==> config.mk <==
export PLATFORM = sky130hd
export DESIGN_NAME = mlpp_front
export DESIGN_NICKNAME = d
export VERILOG_FILES = /design/src/hw/rtl/mlpp_pkg.sv /design/src/hw/rtl/mlpp_front.sv
export SDC_FILE = /design/constraint.sdc
export NUM_CORES = 1
export LEC_CHECK = 0
export ABC_AREA = 1
export BUFFER_PORTS_ARGS = -buffer_cell sky130_fd_sc_hd__buf_2
export CAP_MARGIN = 20
export CELL_PAD_IN_SITES_DETAIL_PLACEMENT = 0
export CELL_PAD_IN_SITES_GLOBAL_PLACEMENT = 1
export CORE_UTILIZATION = 10
export DETAILED_ROUTE_END_ITERATION = 10
export PLACE_DENSITY_LB_ADDON = 0.1
export RECOVER_POWER = 50
export SYNTH_ARGS = -nofsm -noshare
export SYNTH_HDL_FRONTEND = slang
export SYNTH_SLANG_ARGS = --single-unit
==> constraint.sdc <==
create_clock -name vclk -period 0.8
set_clock_uncertainty 0.2 [all_clocks]
set_input_delay 0.12 -clock vclk [all_inputs]
set_output_delay 0.12 -clock vclk [all_outputs]
set_load 0.03 [all_outputs]
==> src/hw/rtl/mlpp_pkg.sv <==
`timescale 1ns / 1ps

package mlpp_pkg;

	localparam logic [1:0] MODE_WRITE = 2'd0;
	localparam logic [1:0] MODE_CLEAR = 2'd1;
	localparam logic [1:0] MODE_READ  = 2'd2;

	localparam int PAGE_ROWS = 8;
	localparam int WORD_BITS = 64;

	typedef enum logic [1:0] {
		CMD_WRITE = 2'd0,
		CMD_CLEAR = 2'd1,
		CMD_READ  = 2'd2
	} cmd_op_t;

	typedef struct packed {
		logic [1:0] mode;
		logic [5:0] row;
		logic [6:0] col;
		logic       pixel;
		logic [2:0] page_sel;
	} in_t;

	typedef struct packed {
		logic [2:0]  page_out;
		logic [3:0]  column_group;
		logic [63:0] packed_bytes;
		logic        last;
	} out_t;

	typedef struct packed {
		cmd_op_t    op;
		logic [2:0] page;
		logic [6:0] col;
		logic [2:0] rsub;
		logic       pixel;
	} cmd_t;

endpackage

==> src/hw/rtl/mlpp_front.sv <==
`timescale 1ns / 1ps

module mlpp_front #(
	parameter int SCREEN_WIDTH  = 128,
	parameter int SCREEN_HEIGHT = 64
) (
	input  logic          in_valid,
	output logic          in_ready,
	input  mlpp_pkg::in_t in_data,
	input  logic          clearing,
	input  logic          fifo_full,
	output logic          push,
	output mlpp_pkg::cmd_t push_cmd
);

	localparam int PAGES = SCREEN_HEIGHT / mlpp_pkg::PAGE_ROWS;
	localparam int VIS_H = PAGES * mlpp_pkg::PAGE_ROWS;
	localparam int VIS_W = (SCREEN_WIDTH / 8) * 8;

	logic keep;

	assign in_ready = !fifo_full && !clearing;

	// Pixels outside the whole pages and column groups can never be read out, so they are dropped.
	always_comb begin
		keep = 1'b0;
		push_cmd.op = mlpp_pkg::CMD_WRITE;
		push_cmd.page = in_data.row[5:3];
		push_cmd.col = in_data.col;
		push_cmd.rsub = in_data.row[2:0];
		push_cmd.pixel = in_data.pixel;
		case (in_data.mode)
			mlpp_pkg::MODE_WRITE: begin
				keep = (32'(in_data.row) < VIS_H) && (32'(in_data.col) < VIS_W);
			end
			mlpp_pkg::MODE_CLEAR: begin
				keep = 1'b1;
				push_cmd.op = mlpp_pkg::CMD_CLEAR;
			end
			mlpp_pkg::MODE_READ: begin
				keep = 32'(in_data.page_sel) < PAGES;
				push_cmd.op = mlpp_pkg::CMD_READ;
				push_cmd.page = in_data.page_sel;
				push_cmd.col = '0;
			end
			default: begin
				keep = 1'b0;
			end
		endcase
	end

	assign push = in_valid && in_ready && keep;

endmodule

---- Word level (Yosys, flattened, before mapping) ----
Index checks and enable logic that the tools add are counted.
word-level totals
  flip-flop bits (word level) ............. 0
  input port bits ......................... 22
  output and inout port bits .............. 18
cells by class
  equality and inequality tests ........... 2
  multiplexer cells ....................... 3
  reduce and logical (&&, ||, !) cells .... 7
operators with widths
  operator            count
  $mux 10             1
  $pmux 2 s2          1
  $logic_and 1x1->1   3
  $reduce_or 3->1     1
  $eq 2x1->1 const B  1
  $eq 2x2->1 const B  1
  $logic_not 1->1     2
  $logic_not 2->1     1
  $mux 1              1

---- Depth between registers and ports, before layout ----
  depth after elaboration ................. 4
  depth in mapped cells ................... 4
  gate-level depth less buffers ........... 4

---- Worst setup path before layout ----
OpenSTA, ideal clock, no wires.
  path kind ............................... input to output
  start ................................... in fifo_full
  end ..................................... out push
  data arrival time ....................... 1086 ps
  data required time ...................... 480 ps
  path slack .............................. -606 ps
  stages .................................. 3
  cell sequence ........................... nor2_1 -> inv_1 -> nor2_1
on the way
  word-level cells in the longest chain between the ends .. 4
RTL lines
  element                          line              source
  start, declared                  mlpp_front.sv:11  input logic fifo_full,
  $logic_not 1->1                  mlpp_front.sv:22  assign in_ready = !fifo_full && !clearing;
  $logic_and 1x1->1                mlpp_front.sv:22
  $logic_and 1x1->1 (2 in series)  mlpp_front.sv:52  assign push = in_valid && in_ready && keep;
  end, declared                    mlpp_front.sv:12  output logic push,
No other way between the ends.

==> out/results.tsv <==
metric	value	unit
wirelength	657	um
layout-area-overhead-vs-synth	234	%
buffer_ports.inserted	32	
number_of_slew_limit_violations_in_the_final_report	0	
timing.final.setup_violations	13	
antenna_left	0	
cts_hold_buffers	0	
fin_nets	90	
die_x	42.8	um
vias_per_cell	3.83	
placeable_core_area	1520	sq um
grt_overflow	0	
groute.usage.overall	0.0713	
mean_routed_wirelength_per_cell	8.01	um
setup_slack	-152	ps
hpwlAfterDp	531	um
layout.cells.most_common	buf_2	
crit_path_max_fanout	5	
grt_first_pass_wirelength	1.11	mm
drt_iter0_drc	1	
die-height	42.8	um
outcome	finished, violations left	
antenna_cells_inserted	0	
vias	314	
power	0.000391	W
largest_vdd_supply_drop	0.000212	V
grt_start_max_net_pins	9	
grt_setup_unrepaired	yes	
critical_path_class	input port to primary output	
power.leakage	0.291	nW
cells_after_dpl	82	
post-route-period-util	1.19	
final_design_area_no_fill	556	sq um
transition_at_the_pin_with_the_smallest_max_transition_slack	91.4	ps
fin_cells	82	
filler_cell_count	158	
syn-num-nets	58	
drv.max_cap_violation_count	0	
share_of_cells_above_drive_strength_1	0.818	
std_cell_rows	14	
nFlopsAndLatches	0	
achievable-frequency	1050	MHz
first_global_vias	289	
mostFrequentLayoutCells	buf_2, buf_6, nor2_4	
number_of_clock_buffers_in_the_layout	0	
mappedNetlistArea	166	sq um
worstHoldPathType	input port to primary output	
drt_first_pass_iters	2	
worstPathRequired	480	ps
globalplace.congestion	0.618	
timing.final.hold_violations	0	
p_per_area	704	nW/um^2
area.sequential	0	sq um
worst_slew_margin_relative_to_its_limit	0.939	
critPathLaunchType	input port	
synth_seq_area_share	0	
timing.critical_path.arrival	630	ps
ys.warnings.count	0	
top_level_ports	40	
place_area	412	sq um
min_to	push_cmd[0]	
worst_hold_startpoint	in_data[3]	
min_delay_path_depth	0	
failed_checks	negative setup slack	
fin_worst_hold_slack	40.0	ps
postSynthCellCount	36	
netlist-cell-type-count	8	
detail_route.drc_violations	0	
die-area	1830	sq um
crit_path_end_kind	primary output	
final_period_minus_worst_setup_slack	952	ps
dp_worst_setup_slack	-360	ps
initial_utilization	0.109	
post_synth.cell_area_avg	4.62	sq um
initial_antenna_violation_count	0	
[through the flow]
stage                     utilization  setup TNS [ps]
after floorplan                     -           -1080
after detailed placement        0.270           -4220
after global routing            0.365           -2190
final                           0.365           -1780
after global placement          0.270           -4060
after CTS                       0.365           -1930
[report_power, final]
part	internal (W)	leakage, nW	switching [W]	total (W)
clock	0	0	0	0
combinational	0.000179	0.291	0.000212	0.000391
sequential	0	0	0	0
[worst max-delay path by stage]
stage           startpoint            to  slack (ps)  depth (start not counted)
3_5_place_dp   in_data[17]  push_cmd[10]        -360                          6
5_1_grt        in_data[17]   push_cmd[7]        -180                          6
4_1_cts        in_data[17]   push_cmd[4]        -170                          6
6_report       in_data[17]  push_cmd[13]        -150                          6
3_3_place_gp   in_data[17]  push_cmd[15]        -340                          5
2_1_floorplan  in_data[17]  push_cmd[10]        -120                          4
[layer usage]
layer / up-vias / global-route usage / share of wire
met4: 0 / 0.0188 / 0.024
met1: 128 / 0.0886 / 0.35
met3: 4 / 0 / 0.13
li1: 158 / - / -
met5: - / 0 / 0
met2: 24 / 0.133 / 0.49
[synthesized netlist by cell type, drive strengths merged]
cell    n  area (sq um)
nand3   3          15.0
nor2   10          45.1
buf     4          30.0
nand2   9          36.3
inv    10          40.0
[logic make-up (layout without fill, tap and decap cells)]
kind of cell           after synthesis  after routing  share of synthesized area
buffers and inverters               14             44                      0.421
AND/OR/NAND/NOR                     22             22                      0.579
[layout make-up]
| class | instances | area, sq um | area share |
|---|---|---|---|
| timing repair buffer | 34 | 285 | 0.514 |
| tap | 16 | 20.0 | 0.0360 |
| multi-input combinational | 22 | 193 | 0.347 |
| inverter | 10 | 57.6 | 0.104 |
[worst max-delay path, stage by stage]
cell and delay [ps]:
buf_8 100, inv_8 60, nand2_8 70, nand2_1 70
nand2_2 40, buf_4 160
[timing repair]
action                                 CTS  global route
buffers inserted                         0             0
pin swaps                                3             1
gates resized for setup                 43             0
gates cloned                             0             0
setup endpoints to repair               14            14
endpoints found under the hold margin    0             0
Power figures use the tool's default switching activity.
