===== config.mk =====
export PLATFORM = sky130hd
export DESIGN_NAME = mlpp_cmd_fifo
export DESIGN_NICKNAME = d
export VERILOG_FILES = /design/src/hw/rtl/mlpp_pkg.sv /design/src/hw/rtl/mlpp_cmd_fifo.sv
export SDC_FILE = /design/constraint.sdc
export NUM_CORES = 1
export LEC_CHECK = 0
export BUFFER_PORTS_ARGS = -buffer_cell sky130_fd_sc_hd__buf_2
export CAP_MARGIN = 10
export CORE_MARGIN = 3
export CORE_UTILIZATION = 50
export DETAILED_ROUTE_END_ITERATION = 12
export PLACE_DENSITY = 0.83
export SKIP_CTS_REPAIR_TIMING = 1
export SKIP_LAST_GASP = 1
export SLEW_MARGIN = 20
export SYNTH_ARGS = -nofsm -noshare
export SYNTH_HDL_FRONTEND = slang
export SYNTH_SLANG_ARGS = --single-unit

===== constraint.sdc =====
create_clock -name clk -period 3.8 [get_ports clk]
set_clock_uncertainty 0.2 [all_clocks]
set_input_delay 0.38 -clock clk [delete_from_list [all_inputs] [get_ports clk]]
set_output_delay 0.38 -clock clk [all_outputs]
set_load 0.01 [all_outputs]

===== src/hw/rtl/mlpp_pkg.sv =====
`timescale 1ns / 1ps

package mlpp_pkg;

	localparam logic [1:0] MODE_WRITE = 2'd0;
	localparam logic [1:0] MODE_CLEAR = 2'd1;
	localparam logic [1:0] MODE_READ  = 2'd2;

	localparam int PAGE_ROWS = 8;
	localparam int WORD_BITS = 64;

	typedef enum logic [1:0] {
		CMD_WRITE = 2'd0,
		CMD_CLEAR = 2'd1,
		CMD_READ  = 2'd2
	} cmd_op_t;

	typedef struct packed {
		logic [1:0] mode;
		logic [5:0] row;
		logic [6:0] col;
		logic       pixel;
		logic [2:0] page_sel;
	} in_t;

	typedef struct packed {
		logic [2:0]  page_out;
		logic [3:0]  column_group;
		logic [63:0] packed_bytes;
		logic        last;
	} out_t;

	typedef struct packed {
		cmd_op_t    op;
		logic [2:0] page;
		logic [6:0] col;
		logic [2:0] rsub;
		logic       pixel;
	} cmd_t;

endpackage


===== src/hw/rtl/mlpp_cmd_fifo.sv =====
`timescale 1ns / 1ps

module mlpp_cmd_fifo (
	input  logic           clk,
	input  logic           arst_n,
	input  logic           push,
	input  mlpp_pkg::cmd_t push_cmd,
	output logic           full,
	output logic           cmd_valid,
	input  logic           pop,
	output mlpp_pkg::cmd_t cmd
);

	mlpp_pkg::cmd_t entry_q [2];
	logic           wr_ptr_q;
	logic           rd_ptr_q;
	logic [1:0]     cnt_q;

	assign full = cnt_q == 2'd2;
	assign cmd_valid = cnt_q != 2'd0;
	assign cmd = entry_q[rd_ptr_q];

	always_ff @(posedge clk) begin
		if (push) begin
			entry_q[wr_ptr_q] <= push_cmd;
		end
	end

	always_ff @(posedge clk or negedge arst_n) begin
		if (!arst_n) begin
			wr_ptr_q <= 1'b0;
			rd_ptr_q <= 1'b0;
			cnt_q <= 2'd0;
		end else begin
			if (push) begin
				wr_ptr_q <= ~wr_ptr_q;
			end
			if (pop) begin
				rd_ptr_q <= ~rd_ptr_q;
			end
			if (push && !pop) begin
				cnt_q <= cnt_q + 2'd1;
			end else if (pop && !push) begin
				cnt_q <= cnt_q - 2'd1;
			end
		end
	end

endmodule


### Yosys cells after proc, flatten, opt, wreduce, memory -nomap -nowiden

Memories as Yosys holds them, arrays and structs flattened.
Index checks and enable logic that the tools add are counted.
Widths: inputs -> output; s select.

| word-level totals | value |
|---|---|
| memories kept | 1 |
| flip-flop bits (word level) | 4 |
| RAM bits | 32 |

Memory list:

| name | words | bits a word | rd ports | clocked after memory_dff | wr ports | RTL line | source |
|---|---|---|---|---|---|---|---|
| entry_q | 2 | 16 | 1 | 0 | 1 | mlpp_cmd_fifo.sv:14 | `mlpp_pkg::cmd_t entry_q [2];` |

| cells by class | value |
|---|---|
| add/sub/neg operators | 2 |
| equal/unequal tests | 1 |
| bitwise operators | 2 |
| reductions and logical operators | 6 |
| muxes and demuxes | 4 |

Operators by type and width:

| kind | count |
|---|---|
| $mux 2 | 2 |
| $reduce_bool 2->1 | 2 |
| $add 2x1->2 const B | 1 |
| $eq 2x2->1 const B | 1 |
| $logic_and 1x1->1 | 2 |
| $logic_not 1->1 | 2 |
| $mux 1 | 2 |
| $not 1->1 | 2 |
| $sub 2x1->2 const B | 1 |

### Logic depth before layout (Yosys ltp)

Gate-level depths: netlist (run 1).

| depth | value |
|---|---|
| word-level depth | 4 |
| depth in mapped cells | 5 |

### Worst setup path after synthesis (run 1)

No wires, ideal clock.

| timing | value |
|---|---|
| path type | input to register |
| start | in push |
| end | mem entry_q[0][0] (netlist bit), enable pin |
| required time | 3.210 ns |
| arrival | 1.144 ns |
| buffers on the path | 0 |
| setup slack | 2.065 ns |
| setup time | 0.390 ns |
| stages | 1 |
| path through | nor2b_1 |

| on the way | value |
|---|---|
| longest elaborated chain between the ends | 2 |

Ends and longest elaborated chain:

| element | RTL line | source |
|---|---|---|
| start, declared | mlpp_cmd_fifo.sv:6 | `input logic push,` |
| $mux 1 | mlpp_cmd_fifo.sv:24 | `if (push) begin` |
| $mux 1 (not written as such) | mlpp_cmd_fifo.sv:25 | `entry_q[wr_ptr_q] <= push_cmd;` |
| end, declared | mlpp_cmd_fifo.sv:14 |  |

No other way between the ends.

==> impl_metrics.py, run 1 <==
metrics = {
    "status": {
        "status": "finished clean",
    },
    "cells_and_area": {
        "regArea_um2": 1060,
        "drive_gt1_share_pct": 52.6,
        "multi_input_area_um2": 299,
        "nFillCells": 191,
        "antenna_cells": 0,
        "nets": 134,
        "final-instance-count-excl-fill": 144,
        "areaGrowthSynthToFinish_pct": 20.6,
    },
    "sta": {
        "period_share_pct": 61.6,
        "hold_violations": 0,
        "finalSetupViolations": 0,
        "worstMarginPinSlew_ns": 0.816,
        "maxSlewHeadroom_pct": 45.6,
        "drv_slew": 0,
        "setup_tns_ns": 0,
        "rsz0062_at_grt": "false",
        "fmax_mhz": 427,
        "post-route-min-period_ns": 2.34,
    },
    "power_and_ir_drop": {
        "internal_power_mw": 0.797,
        "switchingPower_mw": 0.324,
        "p_comb_share_pct": 30.2,
        "irDropWorstVdd_mv": 0.398,
        "total_leakage_power_nw": 0.688,
        "power.density_nw_per_um2": 666,
        "sw_frac_of_total_pct": 28.9,
        "clockPowerShare_pct": 16.1,
        "seq_power_share_pct": 53.7,
    },
    "cts": {
        "cts_buffers": 5,
        "clockRootBuffer": "clkbuf_4",
        "cts_tree": "built",
        "clock_path_buffers": 2,
        "h-tree-depth": 2,
        "clock_latency_ns": 0.33,
        "clkTransAtPathRegs_ns": 0.10,
        "clock-sinks": 36,
    },
    "yosys": {
        "synthAdderAreaFrac_pct": 0.897,
        "syn_inst": 66,
        "synth_xor_area_share_pct": 3.14,
        "avgSynthCellArea_um2": 21.1,
        "synth.area.top_cells": "edfxtp_1 (69%), mux2_4 (9.7%), dfrtp_1 (7.2%)",
        "yosysTopAreaCellShare_pct": 68.9,
        "synth_top_area_cell": "edfxtp_1",
        "yosysMostFrequentCell": "edfxtp_1",
        "yosys_warnings": 0,
        "synth.cell_area_um2": 1400,
        "synth_async_sr_flop_share_pct": 11.1,
        "ys_ff_latch": 36,
        "synth_compound_area_share_pct": 0,
        "synth_edf_count": 32,
        "synth_mux_area_share_pct": 15.3,
        "synth_simple_gate_area_share_pct": 2.06,
        "synthFlopType": "edfxtp_1",
        "ys_seq_area_share_pct": 76.1,
        "synth_top_family_by_area": "multiplexers",
        "synthTopCellsByCount": "edfxtp_1 (32), mux2_4 (9), mux2_2 (7)",
        "synth_cell_types": 14,
        "synth_nets": 87,
    },
    "grt": {
        "antenna_found_initial": 0,
        "grt_first_pass_wirelength_um": 3280,
        "grt_max_degree": 18,
        "grt_pass1_vias": 702,
        "grt_overflow": 0,
        "grt_use_total_pct": 14.0,
    },
    "place": {
        "place_hpwl_um": 1480,
        "dp_cells": 132,
        "io_buffers": 37,
        "place.gp.congestion": 0.622,
    },
    "detailed_routing": {
        "wl_per_cell_um": 14.8,
        "drtAntennaViolNets": 0,
        "viasPerCell": 4.91,
        "first_pass_iters": 4,
        "wl_um": 2130,
        "num_vias": 707,
        "drt-initial-drc-count": 23,
        "drc": 0,
    },
    "floorplanning": {
        "num_io_pins": 38,
        "core-area_um2": 2570,
        "die_h_um": 58.8,
        "num_rows": 18,
        "die_w_um": 58.8,
        "die_area_um2": 3460,
        "start_util_pct": 54.3,
    },
    "worst_setup_path": {
        "reg2reg_depth": 2,
        "crit_required_ns": 3.22,
        "worstSetupPathType": "flop to output pin",
        "critPathArrivalTime_ns": 1.76,
        "regToRegSetupSlack_ns": 2.03,
        "cp-start-kind": "flop",
        "endpoint_kind": "output pin",
        "worstReg2RegEnd": "entry_q[0][7]$_DFFE_PP_",
        "path_max_fanout": 17,
        "r2r_start": "wr_ptr_q$_DFFE_PN0P_",
    },
    "min_path": {
        "hold_path_end": "entry_q[1][3]$_DFFE_PP_",
        "worstHoldStart": "push_cmd[3]",
        "hold_class": "input port to flop",
        "hold_depth": 1,
    },
    "run": {
        "cap_violations": 0,
    },
}
[routing by layer]
layer,global-route usage (%),share of wire (%),up-vias
met5,0,0,-
met4,5.83,1.4,0
met3,8.55,5.4,4
met2,20.3,52,20
met1,16.9,41,342
li1,-,-,341
[state kept, by name, indices dropped and copies added, names as in the netlist]
name      cells
cnt_q         2
entry_q      32
rd_ptr_q      1
wr_ptr_q      1
[final cells by class]
type	count	area share, %
Timing Repair Buffer	42	13.8
Tap cell	30	2.23
Multi-Input combinational cell	27	17.8
Clock inverter	1	0.223
Inverter	1	0.223
Clock buffer	7	2.68
Sequential cell	36	63.0
[cell families (layout without fill, tap and decap cells)]
kind of cell               Yosys count  count (layout)
xor gates and xnor gates             5               5
adders and majority gates            1               1
buffers and inverters                3              51
DFF                                 36              36
muxes                               16              16
and+or+nand+nor                      5               5
[per-stage QoR]
step           worst slack [ns]  utilization [%]  total power, mW  cell area, um^2  hold slack, ns
2_1_floorplan              2.07                -            0.856             1400          -0.116
3_3_place_gp               1.80             62.1            0.939             1590         -0.0119
3_5_place_dp               1.79             62.1            0.953             1590        -0.00552
4_1_cts                    1.41             64.0             1.14             1640          -0.381
5_1_grt                    1.29             65.5             1.19             1680         0.00152
6_report                   1.46             65.5             1.12             1680          0.0371
[worst max path at each step]
stage | start | endpoint | slack, ns | cells after the start
6_report | rd_ptr_q$_DFFE_PN0P_ | cmd[9] | 1.46 | 2
5_1_grt | rd_ptr_q$_DFFE_PN0P_ | cmd[8] | 1.29 | 2
4_1_cts | rd_ptr_q$_DFFE_PN0P_ | cmd[9] | 1.41 | 2
3_5_place_dp | rd_ptr_q$_DFFE_PN0P_ | cmd[9] | 1.79 | 2
3_3_place_gp | rd_ptr_q$_DFFE_PN0P_ | cmd[15] | 1.80 | 2
2_1_floorplan | push | entry_q[0][0]$_DFFE_PP_ | 2.07 | 1
[cells in the final DEF, fill, tap and decap left out, drive strengths merged]
cell | netlist | final
mux2 | 16 | 16
clkbuf | 0 | 7
dlygate4sd3 | 0 | 4
ha | 1 | 1
edfxtp | 32 | 32
clkinv | 0 | 1
nor2b | 2 | 2
inv | 1 | 1
xnor2 | 1 | 1
or2 | 1 | 1
and2 | 1 | 1
xor2 | 4 | 4
nor2 | 1 | 1
dfrtp | 4 | 4
buf | 2 | 38
[power by group through the flow]
stage | Combinational (mW) | Clock, mW | Sequential, mW
6_report | 0.339 | 0.180 | 0.602
5_1_grt | 0.368 | 0.212 | 0.615
4_1_cts | 0.342 | 0.189 | 0.604
3_5_place_dp | 0.339 | 0 | 0.613
3_3_place_gp | 0.334 | 0 | 0.606
2_1_floorplan | 0.292 | 0 | 0.564
[critical path, stage by stage (launching register included)]
cell and delay [ns]:
dfrtp_1 0.88, mux2_2 0.42, buf_2 0.14
Power figures use the tool's default switching activity.
==> run 2: changes to the inputs <==
==> constraint.sdc (replaced) <==
create_clock -name clk -period 2.16 [get_ports clk]
set_clock_uncertainty 0.2 [all_clocks]
set_input_delay 0.216 -clock clk [delete_from_list [all_inputs] [get_ports clk]]
set_output_delay 0.216 -clock clk [all_outputs]
set_load 0.01 [all_outputs]
==> impl_metrics.py, run 2 (same netlist as run 1, synthesis figures left out) <==
metrics = {
    "status": {
        "status": "finished clean",
    },
    "floorplanning": {
        "die_h_um": 58.8,
        "die_area_um2": 3460,
        "num_rows": 18,
        "num_io_pins": 38,
        "start_util_pct": 54.3,
        "die_w_um": 58.8,
        "core-area_um2": 2570,
    },
    "detailed_routing": {
        "drt-initial-drc-count": 28,
        "dr_wl_met2_um": 1440,
        "wl_per_cell_um": 16.0,
        "viasPerCell": 4.95,
        "drc": 0,
        "wl_um": 2570,
        "wl_met3_um": 131,
        "drtAntennaViolNets": 0,
        "num_vias": 797,
        "wl_met1_um": 944,
        "highest_layer": "met4",
        "first_pass_iters": 4,
    },
    "min_path": {
        "hold_class": "input port to async pin",
    },
    "cts": {
        "cts_tree": "built",
        "h-tree-depth": 2,
        "clock_latency_ns": 0.33,
        "clock_path_buffers": 2,
        "clockRootBuffer": "clkbuf_4",
        "clock-sinks": 36,
        "cts_buffers": 5,
        "clkTransAtPathRegs_ns": 0.11,
    },
    "sta": {
        "period_share_pct": 89.7,
        "rsz0062_at_grt": "false",
        "setup_tns_ns": 0,
        "finalSetupViolations": 0,
        "drv_slew": 0,
        "maxSlewHeadroom_pct": 50.9,
        "hold_violations": 0,
        "post-route-min-period_ns": 1.94,
        "fmax_mhz": 516,
        "worstMarginPinSlew_ns": 0.736,
    },
    "worst_setup_path": {
        "worstSetupPathType": "flop to output pin",
        "cp_slowest_cell": "dfrtp_1",
        "critical_path.cell_chain": "buf_4 -> mux2_2 -> buf_2",
        "critPathArrivalTime_ns": 1.52,
        "cp-start-kind": "flop",
        "path_max_fanout": 16,
        "crit_required_ns": 1.74,
        "cp_slowest_stage_delay_ns": 0.39,
        "endpoint_kind": "output pin",
    },
    "cells_and_area": {
        "drive_gt1_share_pct": 48.9,
        "antenna_cells": 0,
        "max_flop_register": "entry_q",
        "areaGrowthSynthToFinish_pct": 32.6,
        "nets": 151,
        "nFillCells": 179,
        "reg.largest.list": "entry_q: 32 flops, cnt_q: 2 flops",
        "layout_common_cells": "buf_2 (37), edfxtp_1 (32), dlygate4sd3_1 (19), mux2_4 (9), mux2_2 (7)",
        "largest_reg_flops": 32,
        "final_common_cell": "buf_2",
    },
    "grt": {
        "grt_overflow": 0,
        "grt_use_total_pct": 14.3,
        "antenna_found_initial": 0,
        "grt_first_pass_wirelength_um": 3510,
        "grt_max_degree": 17,
        "grt_pass1_vias": 729,
    },
    "place": {
        "io_buffers": 37,
        "place.gp.congestion": 0.605,
        "place_hpwl_um": 1670,
    },
    "power_and_ir_drop": {
        "total_leakage_power_nw": 0.766,
        "power.density_nw_per_um2": 1100,
        "report.power.total_mw": 2.03,
        "irDropWorstVdd_mv": 0.801,
    },
    "run": {
        "cap_violations": 0,
    },
}
==> run 2: cell count changes in the layout (fill, tap and decap cells not counted) <==
| cell | delta |
|---|---|
| dlygate4sd3_1 | +15 |
| clkinv_2 | +2 |
| clkbuf_1 | -2 |
| buf_4 | +2 |
==> run 2: critical path, delay by kind of cell (launching register included) <==
kind,cells,cell delay (ns)
DFF,1,0.39
muxes,1,0.38
buffers and inverters,2,0.43
==> run 2: per-layer routing <==
layer,vias to the layer above,GRT usage (%)
met1,384,15.5
met5,-,0
li1,379,-
met3,8,5.48
met4,0,5.83
met2,26,25.1
==> run 2: final timing paths <==
| kind | startpoint | to | slack [ns] | cells after the start |
|---|---|---|---|---|
| worst max register to register | wr_ptr_q$_DFFE_PN0P_ | entry_q[1][6]$_DFFE_PP_ | 0.54 | 1 |
| worst min register to register | rd_ptr_q$_DFFE_PN0P_ | rd_ptr_q$_DFFE_PN0P_ | 0.31 | 1 |
| worst min-delay path | arst_n | wr_ptr_q$_DFFE_PN0P_ | 0.03 | 2 |
| max in group asynchronous | arst_n | cnt_q[1]$_DFFE_PN0P_ | 1.59 | 2 |
| min in group clk | rd_ptr_q$_DFFE_PN0P_ | rd_ptr_q$_DFFE_PN0P_ | 0.31 | 1 |
| worst max-delay path | rd_ptr_q$_DFFE_PN0P_ | cmd[12] | 0.22 | 3 |
==> run 2: metrics by stage <==
stage                     instance area [um^2]  std cells  setup WS (ns)  util, %  hold WS [ns]
after detailed placement                  1610        134          0.571     62.7        -0.167
final                                     1850        161          0.223     72.1        0.0277
after global routing                      1850        161          0.154     72.1        0.0234
after floorplan                           1400         66          0.431        -        -0.280
after CTS                                 1660        142          0.205     64.7        -0.531
after global placement                    1610        134          0.598     62.7        -0.177
==> run 2: power breakdown <==
group / leakage, nW / internal, mW / switching, mW / total (mW)
Clock: 0.0324 / 0.119 / 0.195 / 0.314
Sequential: 0.347 / 0.935 / 0.0691 / 1.00
Combinational: 0.386 / 0.374 / 0.340 / 0.714
Total: 0.766 / 1.43 / 0.604 / 2.03
==> run 2: cell type report <==
type | count | area, um^2 | share of cell area, %
clock inverter | 3 | 13.8 | 0.744
multi-input combinational | 27 | 299 | 16.2
sequential | 36 | 1060 | 57.3
tap | 30 | 37.5 | 2.03
clock buffer | 5 | 37.5 | 2.03
timing repair buffer | 59 | 398 | 21.5
inverter | 1 | 3.75 | 0.203
